===== src/rtl/core/hhlp_pkg.sv =====
`default_nettype none

package hhlp_pkg;

    // Width of the shared key/value position counter.
    localparam int POS_W = 13;
    localparam int KEY_LIMIT_W = 9;
    localparam int VALUE_LIMIT_W = 13;

    // Configuration register map (index = byte address / 4).
    localparam int APB_ADDR_W = 3;
    localparam logic REG_KEY_LIMIT = 1'b0;
    localparam logic REG_VALUE_LIMIT = 1'b1;
    localparam logic [KEY_LIMIT_W-1:0] KEY_LIMIT_RESET = 9'd256;
    localparam logic [VALUE_LIMIT_W-1:0] VALUE_LIMIT_RESET = 13'd1024;

    // Byte classification codes.
    localparam logic [2:0] KIND_KEY = 3'd0;
    localparam logic [2:0] KIND_COLON = 3'd1;
    localparam logic [2:0] KIND_SPACE = 3'd2;
    localparam logic [2:0] KIND_VALUE = 3'd3;
    localparam logic [2:0] KIND_DONE = 3'd4;
    localparam logic [2:0] KIND_ERROR = 3'd5;
    localparam logic [2:0] KIND_IGNORED = 3'd6;

    // Characters that steer the parse.
    localparam logic [7:0] CHAR_COLON = 8'h3A;
    localparam logic [7:0] CHAR_CR = 8'h0D;
    localparam logic [7:0] CHAR_LF = 8'h0A;
    localparam logic [7:0] CHAR_SPACE = 8'h20;

    typedef struct packed {
        logic [7:0] data_byte;
        logic       block_start;
        logic       block_end;
    } hhlp_in_t;

    typedef struct packed {
        logic [2:0]  byte_kind;
        logic [7:0]  echo_byte;
        logic [11:0] field_position;
        logic [5:0]  headers_done;
        logic        is_block_end;
        logic        block_status;
    } hhlp_out_t;

    // Per-block parse state; the header count lives beside it since its
    // width follows the table size.
    typedef struct packed {
        logic             in_value_phase;
        logic [POS_W-1:0] position_count;
        logic [7:0]       previous_byte;
        logic             error_latched;
    } hhlp_state_t;

endpackage

`default_nettype wire


===== src/rtl/core/hhlp_classifier.sv =====
`default_nettype none

module hhlp_classifier
    import hhlp_pkg::*;
#(
    parameter int KEY_BOUND = 256,
    parameter int VALUE_BOUND = 4096,
    parameter int MAX_HEADERS = 32,
    parameter int HDR_W = $clog2(MAX_HEADERS + 1)
) (
    input  wire hhlp_in_t                 in_item,
    input  wire hhlp_state_t              state_cur,
    input  wire logic [HDR_W-1:0]         hdr_cur,
    input  wire logic [KEY_LIMIT_W-1:0]   key_limit,
    input  wire logic [VALUE_LIMIT_W-1:0] value_limit,
    output hhlp_state_t                   state_next,
    output logic [HDR_W-1:0]              hdr_next,
    output hhlp_out_t                     result
);

    // Compare width covers the largest bound and both register widths.
    localparam int CMP_W = 17;
    localparam logic [CMP_W-1:0] KEY_BOUND_C = CMP_W'(KEY_BOUND);
    localparam logic [CMP_W-1:0] VALUE_BOUND_C = CMP_W'(VALUE_BOUND);
    localparam logic [HDR_W-1:0] MAX_HEADERS_C = HDR_W'(MAX_HEADERS);

    hhlp_state_t      st;
    hhlp_state_t      nst;
    logic [HDR_W-1:0] hdr;
    logic [HDR_W-1:0] nhdr;
    logic [CMP_W-1:0] klim;
    logic [CMP_W-1:0] vlim;
    logic [CMP_W-1:0] p_ext;
    logic [POS_W-1:0] pos;
    logic [2:0]       kind;
    logic [7:0]       b;

    // Classify one byte against the current state and work out the next state.
    always_comb begin
        b = in_item.data_byte;
        st = in_item.block_start ? '0 : state_cur;
        hdr = in_item.block_start ? '0 : hdr_cur;

        klim = (CMP_W'(key_limit) < KEY_BOUND_C) ? CMP_W'(key_limit) : KEY_BOUND_C;
        vlim = (CMP_W'(value_limit) < VALUE_BOUND_C) ? CMP_W'(value_limit) : VALUE_BOUND_C;
        p_ext = CMP_W'(st.position_count);

        nst = st;
        nhdr = hdr;
        kind = KIND_IGNORED;
        pos = '0;

        if (st.error_latched) begin
            kind = KIND_IGNORED;
        end else if (!st.in_value_phase) begin
            // Key phase: characters up to the colon.
            pos = st.position_count;
            if (p_ext >= klim || b == CHAR_CR || b == CHAR_LF) begin
                kind = KIND_ERROR;
            end else if (b == CHAR_COLON) begin
                if (st.position_count == '0 || st.previous_byte == CHAR_SPACE) begin
                    kind = KIND_ERROR;
                end else begin
                    kind = KIND_COLON;
                    nst.in_value_phase = 1'b1;
                    nst.position_count = '0;
                end
            end else begin
                kind = KIND_KEY;
                nst.position_count = st.position_count + POS_W'(1);
            end
        end else begin
            // Value phase: leading space, value bytes, then CR LF.
            pos = st.position_count;
            if (p_ext >= vlim) begin
                kind = KIND_ERROR;
            end else if (st.position_count == '0) begin
                if (b == CHAR_SPACE) begin
                    kind = KIND_SPACE;
                    nst.position_count = POS_W'(1);
                end else begin
                    kind = KIND_ERROR;
                end
            end else if (b == CHAR_LF) begin
                if (st.position_count < POS_W'(2) || st.previous_byte != CHAR_CR ||
                    hdr >= MAX_HEADERS_C) begin
                    kind = KIND_ERROR;
                end else begin
                    kind = KIND_DONE;
                    pos = st.position_count - POS_W'(2);
                    nhdr = hdr + HDR_W'(1);
                    nst.in_value_phase = 1'b0;
                    nst.position_count = '0;
                end
            end else begin
                kind = KIND_VALUE;
                nst.position_count = st.position_count + POS_W'(1);
            end
        end

        if (kind == KIND_ERROR) begin
            nst.error_latched = 1'b1;
        end
        if (kind != KIND_IGNORED) begin
            nst.previous_byte = b;
        end

        result.byte_kind = kind;
        result.echo_byte = b;
        result.field_position = pos[11:0];
        result.headers_done = 6'(nhdr);
        result.is_block_end = in_item.block_end;
        result.block_status = nst.error_latched;

        // The last byte of a block leaves the parser clean for the next one.
        if (in_item.block_end) begin
            state_next = '0;
            hdr_next = '0;
        end else begin
            state_next = nst;
            hdr_next = nhdr;
        end
    end

endmodule

`default_nettype wire


===== src/rtl/core/http_header_line_parser.sv =====
`default_nettype none

// HTTP header line parser. Takes one header byte per transaction on the s_ channel and
// returns one classified byte per transaction on the m_ channel, in order: key byte, colon,
// leading space, value byte, header done, error or ignored, with its position, the running
// header count and the block status. An item is classified in the cycle it is accepted and
// its result sits in the output register in the next cycle; the block sustains one byte per
// clock while the sink keeps m_ready high, set by the single output register, and s_ready
// stays high while that register is empty or being drained. Registers on the APB port:
// key_length_limit at byte address 0x0 (9 bits, reset 256) and value_length_limit at 0x4
// (13 bits, reset 1024); write them only while no transaction is in flight.
module http_header_line_parser
    import hhlp_pkg::*;
#(
    parameter int KEY_BOUND = 256,
    parameter int VALUE_BOUND = 4096,
    parameter int MAX_HEADERS = 32
) (
    input  wire logic                  aclk,
    input  wire logic                  aresetn,

    input  wire logic                  s_valid,
    output logic                       s_ready,
    input  wire hhlp_in_t              s_data,

    output logic                       m_valid,
    input  wire logic                  m_ready,
    output hhlp_out_t                  m_data,

    input  wire logic                  psel,
    input  wire logic                  penable,
    input  wire logic                  pwrite,
    input  wire logic [APB_ADDR_W-1:0] paddr,
    input  wire logic [31:0]           pwdata,
    output logic [31:0]                prdata,
    output logic                       pready
);

    localparam int HDR_W = $clog2(MAX_HEADERS + 1);

    hhlp_state_t              state_reg;
    hhlp_state_t              state_next;
    logic [HDR_W-1:0]         hdr_reg;
    logic [HDR_W-1:0]         hdr_next;
    logic                     m_valid_reg;
    hhlp_out_t                m_data_reg;
    hhlp_out_t                result;
    logic [KEY_LIMIT_W-1:0]   key_limit_reg;
    logic [VALUE_LIMIT_W-1:0] value_limit_reg;
    logic                     in_accept;
    logic                     cfg_write;

    assign s_ready = !m_valid_reg || m_ready;
    assign in_accept = s_valid && s_ready;
    assign m_valid = m_valid_reg;
    assign m_data = m_data_reg;

    hhlp_classifier #(
        .KEY_BOUND   (KEY_BOUND),
        .VALUE_BOUND (VALUE_BOUND),
        .MAX_HEADERS (MAX_HEADERS),
        .HDR_W       (HDR_W)
    ) u_classifier (
        .in_item     (s_data),
        .state_cur   (state_reg),
        .hdr_cur     (hdr_reg),
        .key_limit   (key_limit_reg),
        .value_limit (value_limit_reg),
        .state_next  (state_next),
        .hdr_next    (hdr_next),
        .result      (result)
    );

    // Parse state advances on every accepted transaction.
    always_ff @(posedge aclk) begin
        if (!aresetn) begin
            state_reg <= '0;
            hdr_reg <= '0;
        end else if (in_accept) begin
            state_reg <= state_next;
            hdr_reg <= hdr_next;
        end
    end

    // Output register: loads on accept, empties when the sink takes it.
    always_ff @(posedge aclk) begin
        if (!aresetn) begin
            m_valid_reg <= 1'b0;
        end else if (in_accept) begin
            m_valid_reg <= 1'b1;
        end else if (m_ready) begin
            m_valid_reg <= 1'b0;
        end
    end

    always_ff @(posedge aclk) begin
        if (in_accept) begin
            m_data_reg <= result;
        end
    end

    // Configuration registers, decoded on the word address bit.
    assign pready = 1'b1;
    assign cfg_write = psel && penable && pwrite;

    always_ff @(posedge aclk) begin
        if (!aresetn) begin
            key_limit_reg <= KEY_LIMIT_RESET;
            value_limit_reg <= VALUE_LIMIT_RESET;
        end else if (cfg_write) begin
            case (paddr[2])
                REG_KEY_LIMIT: begin
                    key_limit_reg <= pwdata[KEY_LIMIT_W-1:0];
                end
                REG_VALUE_LIMIT: begin
                    value_limit_reg <= pwdata[VALUE_LIMIT_W-1:0];
                end
                default: begin
                end
            endcase
        end
    end

    always_comb begin
        case (paddr[2])
            REG_KEY_LIMIT: begin
                prdata = 32'(key_limit_reg);
            end
            REG_VALUE_LIMIT: begin
                prdata = 32'(value_limit_reg);
            end
            default: begin
                prdata = '0;
            end
        endcase
    end

endmodule

`default_nettype wire


===== config.mk =====
export PLATFORM = sky130hd
export DESIGN_NAME = http_header_line_parser
export DESIGN_NICKNAME = d
export VERILOG_FILES = /design/src/rtl/core/hhlp_pkg.sv /design/src/rtl/core/hhlp_classifier.sv /design/src/rtl/core/http_header_line_parser.sv
export SDC_FILE = /design/constraint.sdc
export NUM_CORES = 1
export LEC_CHECK = 0
export ABC_CLOCK_PERIOD_IN_PS = 8900
export BUFFER_PORTS_ARGS = -buffer_cell sky130_fd_sc_hd__buf_2
export CAP_MARGIN = 25
export CORE_MARGIN = 3
export CORE_UTILIZATION = 59
export DETAILED_ROUTE_END_ITERATION = 7
export PLACE_DENSITY_LB_ADDON = 0.3
export SLEW_MARGIN = 40
export SYNTH_ARGS = -nofsm -noshare
export SYNTH_HDL_FRONTEND = slang
export SYNTH_SLANG_ARGS = --single-unit

===== constraint.sdc =====
create_clock -name aclk -period 8.9 [get_ports aclk]
set_input_delay 1.78 -clock aclk [delete_from_list [all_inputs] [get_ports aclk]]
set_output_delay 1.78 -clock aclk [all_outputs]
set_load 0.01 [all_outputs]

Word-level counts from Yosys, hierarchy flattened
Index checks and enable logic that the tools add are counted.
{"block": "word_totals", "reg_bits": 83, "inputBits": 52, "output_inout_bits": 66, "word_cells": 91}
{"block": "classes", "addsub": 3, "magnitude_cmp": 6, "n_eq_ne": 8, "n_mux": 45, "n_bitwise": 1, "reduce_logical": 14}
{"operator": "$mux W14", "count": 6}
{"operator": "$mux W13", "count": 5}
{"operator": "$pmux W32 S2", "count": 1}
{"operator": "$mux W12", "count": 5}
{"operator": "$mux W6", "count": 8}
{"operator": "$mux W23", "count": 2}
{"operator": "$mux W3", "count": 9}
{"operator": "$eq A8 B6 Y1 const B", "count": 3}
{"operator": "$eq A8 B4 Y1 const B", "count": 2}
{"operator": "$add A13 B1 Y13 const B", "count": 1}
{"operator": "$ge A13 B13 Y1", "count": 1}
{"operator": "$ge A13 B9 Y1", "count": 1}
{"operator": "$logic_not A13 Y1", "count": 1}
{"operator": "$lt A13 B13 Y1 const B", "count": 1}
{"operator": "$lt A13 B2 Y1 const B", "count": 1}
{"operator": "$sub A12 B2 Y12 const B", "count": 1}
{"operator": "$lt A9 B9 Y1 const B", "count": 1}
{"operator": "$mux W9", "count": 1}
{"operator": "$mux W8", "count": 1}
{"operator": "$ne A8 B4 Y1 const B", "count": 1}
{"operator": "$mux W1", "count": 7}
{"operator": "$add A6 B1 Y6 const B", "count": 1}
{"operator": "$ge A6 B6 Y1 const B", "count": 1}
{"operator": "$logic_or A1 B1 Y1", "count": 6}
{"operator": "7 further kinds", "count": 10}

Depth between registers and ports, before layout
{"block": "depth", "ltp_word": 13, "mapped_depth": 13}

By module
Synthesis repeated with hierarchy kept, for this count alone.
{"block": "unflattened", "hier_cells": 650, "hier_area_um2": 5487.8}
{"mod": "http_header_line_parser", "n_inst": 1, "cells_per_inst": 286, "area_per_inst_um2": 3250.6, "seq_area_each_um2": 1971.9}
{"mod": "hhlp_classifier", "n_inst": 1, "cells_per_inst": 364, "area_per_inst_um2": 2237.1, "seq_area_each_um2": 0.0}

Least setup slack after synthesis
No wires, ideal clock.
{"block": "synth_path", "path_kind": "input to register", "start": "in s_data[1] in the netlist's numbering", "end": "reg m_data_reg (netlist bit m_data[16]), data pin", "arrival_ns": 4.463, "required_ns": 8.761, "path_slack_ns": 4.298, "stages": 13, "path_buffers": 3, "cell_sequence": "clkbuf_1 -> clkbuf_1 -> nand2b_1 -> ha_1 -> nand2b_1 -> maj3_2 -> a21oi_2 -> o211ai_1 -> and2_1 -> buf_4 -> nor4_1 -> mux2_2 -> nor2_1"}
{"block": "synth_between", "elab_chain_cells": 9, "elab_cells_between_ends": 15, "classes_between": "add/sub (1); order compare (3); eq/ne (1); mux (7); reduce/logical (3)"}
{"item": "start, declared", "line_no": "http_header_line_parser.sv:24", "source": "input wire hhlp_in_t s_data,"}
{"item": "$mux W23", "line_no": "hhlp_classifier.sv:41", "source": "st = in_item.block_start ? '0 : state_cur;"}
{"item": "$lt A13 B2 Y1 / $ne A8 B4 Y1 (equally long branches)", "line_no": "hhlp_classifier.sv:85", "source": "if (st.position_count < POS_W'(2) || st.previous_byte != CHAR_CR ||"}
{"item": "$logic_or A1 B1 Y1 (2 in series)", "line_no": "hhlp_classifier.sv:85"}
{"item": "$mux W12", "line_no": "hhlp_classifier.sv:85"}
{"item": "$mux W12", "line_no": "hhlp_classifier.sv:84", "source": "end else if (b == CHAR_LF) begin"}
{"item": "$mux W12", "line_no": "hhlp_classifier.sv:77", "source": "end else if (st.position_count == '0) begin"}
{"item": "$mux W12", "line_no": "hhlp_classifier.sv:75", "source": "if (p_ext >= vlim) begin"}
{"item": "$mux W12", "line_no": "hhlp_classifier.sv:55", "source": "end else if (!st.in_value_phase) begin"}
{"item": "end signal, assigned", "line_no": "http_header_line_parser.sv:98", "source": "m_data_reg <= result;"}
{"item": "end, declared", "line_no": "http_header_line_parser.sv:46", "source": "hhlp_out_t m_data_reg;"}
Parallel ways exist; a longest one is shown, timed or not.
A chain may end at the register's enable or synchronous reset.

Worst setup path after layout
Same ends and word-level chain as after synthesis.

==> flow_metrics.env <==
export IMPL_outcome="complete, no violations"
export IMPL_grt_remaining_overflow=0
export IMPL_postCtsSetupBuffers=0
export IMPL_die_y_um=98.6
export IMPL_dp_hpwl_mm=9.72
export IMPL_wl_per_cell_um=17.9
export IMPL_instances_no_fill=755
export IMPL_cellLeakagePower_nw=2.29
export IMPL_antenna_cells=0
export IMPL_syn_cell_area_um2=5060
export IMPL_rsz0062_at_grt="false"
export IMPL_critPathKind="primary input to flip-flop"
export IMPL_initial_core_util=0.613
export IMPL_coreArea_um2=8260
export IMPL_drv_slew=0
export IMPL_min_delay_path_class="flip-flop to flip-flop"
export IMPL_fmax_ghz=0.201
export IMPL_synth_area_leaders="dfxtp_1 21%, edfxtp_1 18%, nand2_1 6.4%, ha_1 5.2%, a21oi_1 4.2%"
export IMPL_synth_avg_cell_area_um2=8.68
export IMPL_synth_top_area_share=0.206
export IMPL_yosysWarnings=0
export IMPL_htreeDepth=3
export IMPL_fin_crit_sh=0.558
export IMPL_ys_async_sr_fraction=0
export IMPL_viasPerCell=6.31
export IMPL_hold_slack_ns=0.471
export IMPL_worstSetupStartpointType="primary input"
export IMPL_ant_nets=0
export IMPL_required_ns=9.11
export IMPL_drc=0
export IMPL_synth_top_area_cell="dfxtp_1"
export IMPL_io_buffers=76
export IMPL_cp_max_fo=41
export IMPL_dpl_worst_slack_ns=3.71
export IMPL_clk_pin_slew_ns=0.08
export IMPL_die_area_um2=9730
export IMPL_ys_flop_type="dfxtp_1"
export IMPL_root_buffer="clkbuf_8"
export IMPL_wl_mm=13.5
export IMPL_cts_resized=0
export IMPL_setup_tns_final_ns=0
export IMPL_grt_pass1_wl_mm=21.7
export IMPL_stdcell_area_um2=5600
export IMPL_synth_edf_count=31
export IMPL_ios=118
export IMPL_grt_max_degree=42
export IMPL_clock_sinks=83
export IMPL_synth_cell_types=77
export IMPL_cts_tree="done"
export IMPL_ys_seq_area_frac=0.390
export IMPL_cp_end_kind="flip-flop"
export IMPL_final_setup_viol_count=0
export IMPL_holdBufCountCts=0
export IMPL_track_usage=0.276
export IMPL_die_w_um=98.6
export IMPL_maxSlewHeadroom=0.501
export IMPL_cp_arrival_ns=5.18
export IMPL_vdd_drop_max_v=0.000101
export IMPL_drt_iter0_drc=436
export IMPL_cap_violations=0
export IMPL_place_inst=739
export IMPL_powerDensity_nw_per_um2=136
export IMPL_finalHoldViolations=0
export IMPL_clk_path_buf_depth=2
export IMPL_setup_ws_ns=3.93
export IMPL_synth_seq_cells=83
export IMPL_num_vias=4763
export IMPL_largest_register_ffs=31
export IMPL_row_count=33
export IMPL_syn_inst=583
export IMPL_antenna_found_initial=0
export IMPL_layout_nets=718
export IMPL_worst_slew_pin_transition_ns=0.748
export IMPL_gp_congestion=0.949
export IMPL_fin_crit_ns=4.97
export IMPL_area_delta_synth_final_pct=10.6
export IMPL_final_layout_size_suffix_gt1_frac=0.194
export IMPL_skew_ns=0.0143
export IMPL_clk_latency_ns=0.36
export IMPL_placed_area_um2=5400
export IMPL_grt_pass1_vias=4524
export IMPL_firstDrtPassIters=6
export IMPL_cts_made_buffers=9
==> critical path: stages <==
cell and delay (ns):
buf_2 0.57, nand2b_1 0.21, inv_1 0.10, ha_1 0.34, a21o_1 0.22, a2111oi_2 0.28, a211oi_1 0.13, nand2b_1 0.19
and2_1 0.30, nor4_1 0.55, mux2_2 0.39, nor2_1 0.10
==> final cells by class <==
cell class                 count  area, um^2
multi-input combinational    455        2830
fill                         701        2660
sequential                    83        1970
timing repair buffer          80         410
clock buffer                  11         141
tap                          105         131
inverter                      16        60.1
clock inverter                 5        52.6
==> cells in the final DEF (no fill, tap or decap), types with 18 or more instances in the layout <==
| cell | synthesis | routed |
|---|---|---|
| nand2_1 | 86 | 86 |
| buf_2 | 5 | 76 |
| dfxtp_1 | 52 | 52 |
| a21oi_1 | 42 | 42 |
| nor2_1 | 43 | 42 |
| edfxtp_1 | 31 | 31 |
| ha_1 | 21 | 21 |
| o21ai_0 | 20 | 20 |
| conb_1 | 2 | 20 |
| nor2b_1 | 19 | 19 |
| nand2b_1 | 18 | 18 |
==> power by group <==
group | internal, mW | switching [mW]
Clock | 0.136 | 0.136
Combinational | 0.0264 | 0.0528
Sequential | 0.405 | 0.00512
Total | 0.568 | 0.194
==> per-stage QoR <==
step                power, mW   util
floorplan               0.472      -
finish                  0.762  0.678
detailed placement      0.497  0.654
global placement        0.494  0.654
CTS                     0.763  0.677
global route            0.791  0.678
==> cells by family (layout without fill, tap and decap cells) <==
group,count (synthesis),after routing,share of synthesized area
muxes,12,12,0.0262
other,2,20,0.00148
DFF,83,83,0.390
xor gates and xnor gates,12,12,0.0208
adders and majority gates,22,22,0.0541
AOI/OAI and AO/OA,136,136,0.185
buffers and inverters,63,112,0.0657
and+or+nand+nor,253,253,0.257
==> routing by layer <==
| metal | global-route usage | up-vias | routed length [um] | share of wire |
|---|---|---|---|---|
| li1 | - | 2199 | - | - |
| met1 | 0.350 | 2213 | 5230 | 0.39 |
| met2 | 0.459 | 303 | 6620 | 0.49 |
| met3 | 0.0467 | 48 | 1190 | 0.088 |
| met4 | 0.127 | 0 | 447 | 0.033 |
| met5 | 0 | - | 0 | 0 |
==> path summary, 6_finish.rpt <==
check	slack, ns	startpoint	depth (start not counted)	endpoint
worst max-delay path	3.93	s_data[1]	12	m_data[16]$_SDFFCE_PP0P_
worst max register to register	5.40	value_limit_reg[12]$_SDFFE_PN0P_	11	m_data[16]$_SDFFCE_PP0P_
worst min-delay path	0.47	value_limit_reg[3]$_SDFFE_PN0P_	2	value_limit_reg[3]$_SDFFE_PN0P_
worst min register to register	0.47	value_limit_reg[3]$_SDFFE_PN0P_	2	value_limit_reg[3]$_SDFFE_PN0P_
==> cell usage after synthesis (3+ instances only) <==
cell       instances
o21ai_0           20
a22oi_1            9
a31oi_1            7
or3_1              6
mux2_2            10
nand2b_1          18
edfxtp_1          31
buf_2              5
and3_1            11
a211oi_1           9
clkbuf_1          18
ha_1              21
a22o_1             4
nand4_1            5
o32ai_1            3
nor3_1            10
a21oi_1           42
nor4_1             7
dfxtp_1           52
nor2_1            43
nand3b_1           3
nand4b_1           3
nand2_1           86
a21o_1             3
a32o_1             3
o21bai_1           3
o211ai_1           3
buf_4             22
xnor2_1            9
and2_1             6
nand3_1           17
nor2b_1           19
inv_1             15
a32oi_1            4
xor2_1             3
a2111oi_2          3
No activity file was read; power rests on OpenSTA's default activity.
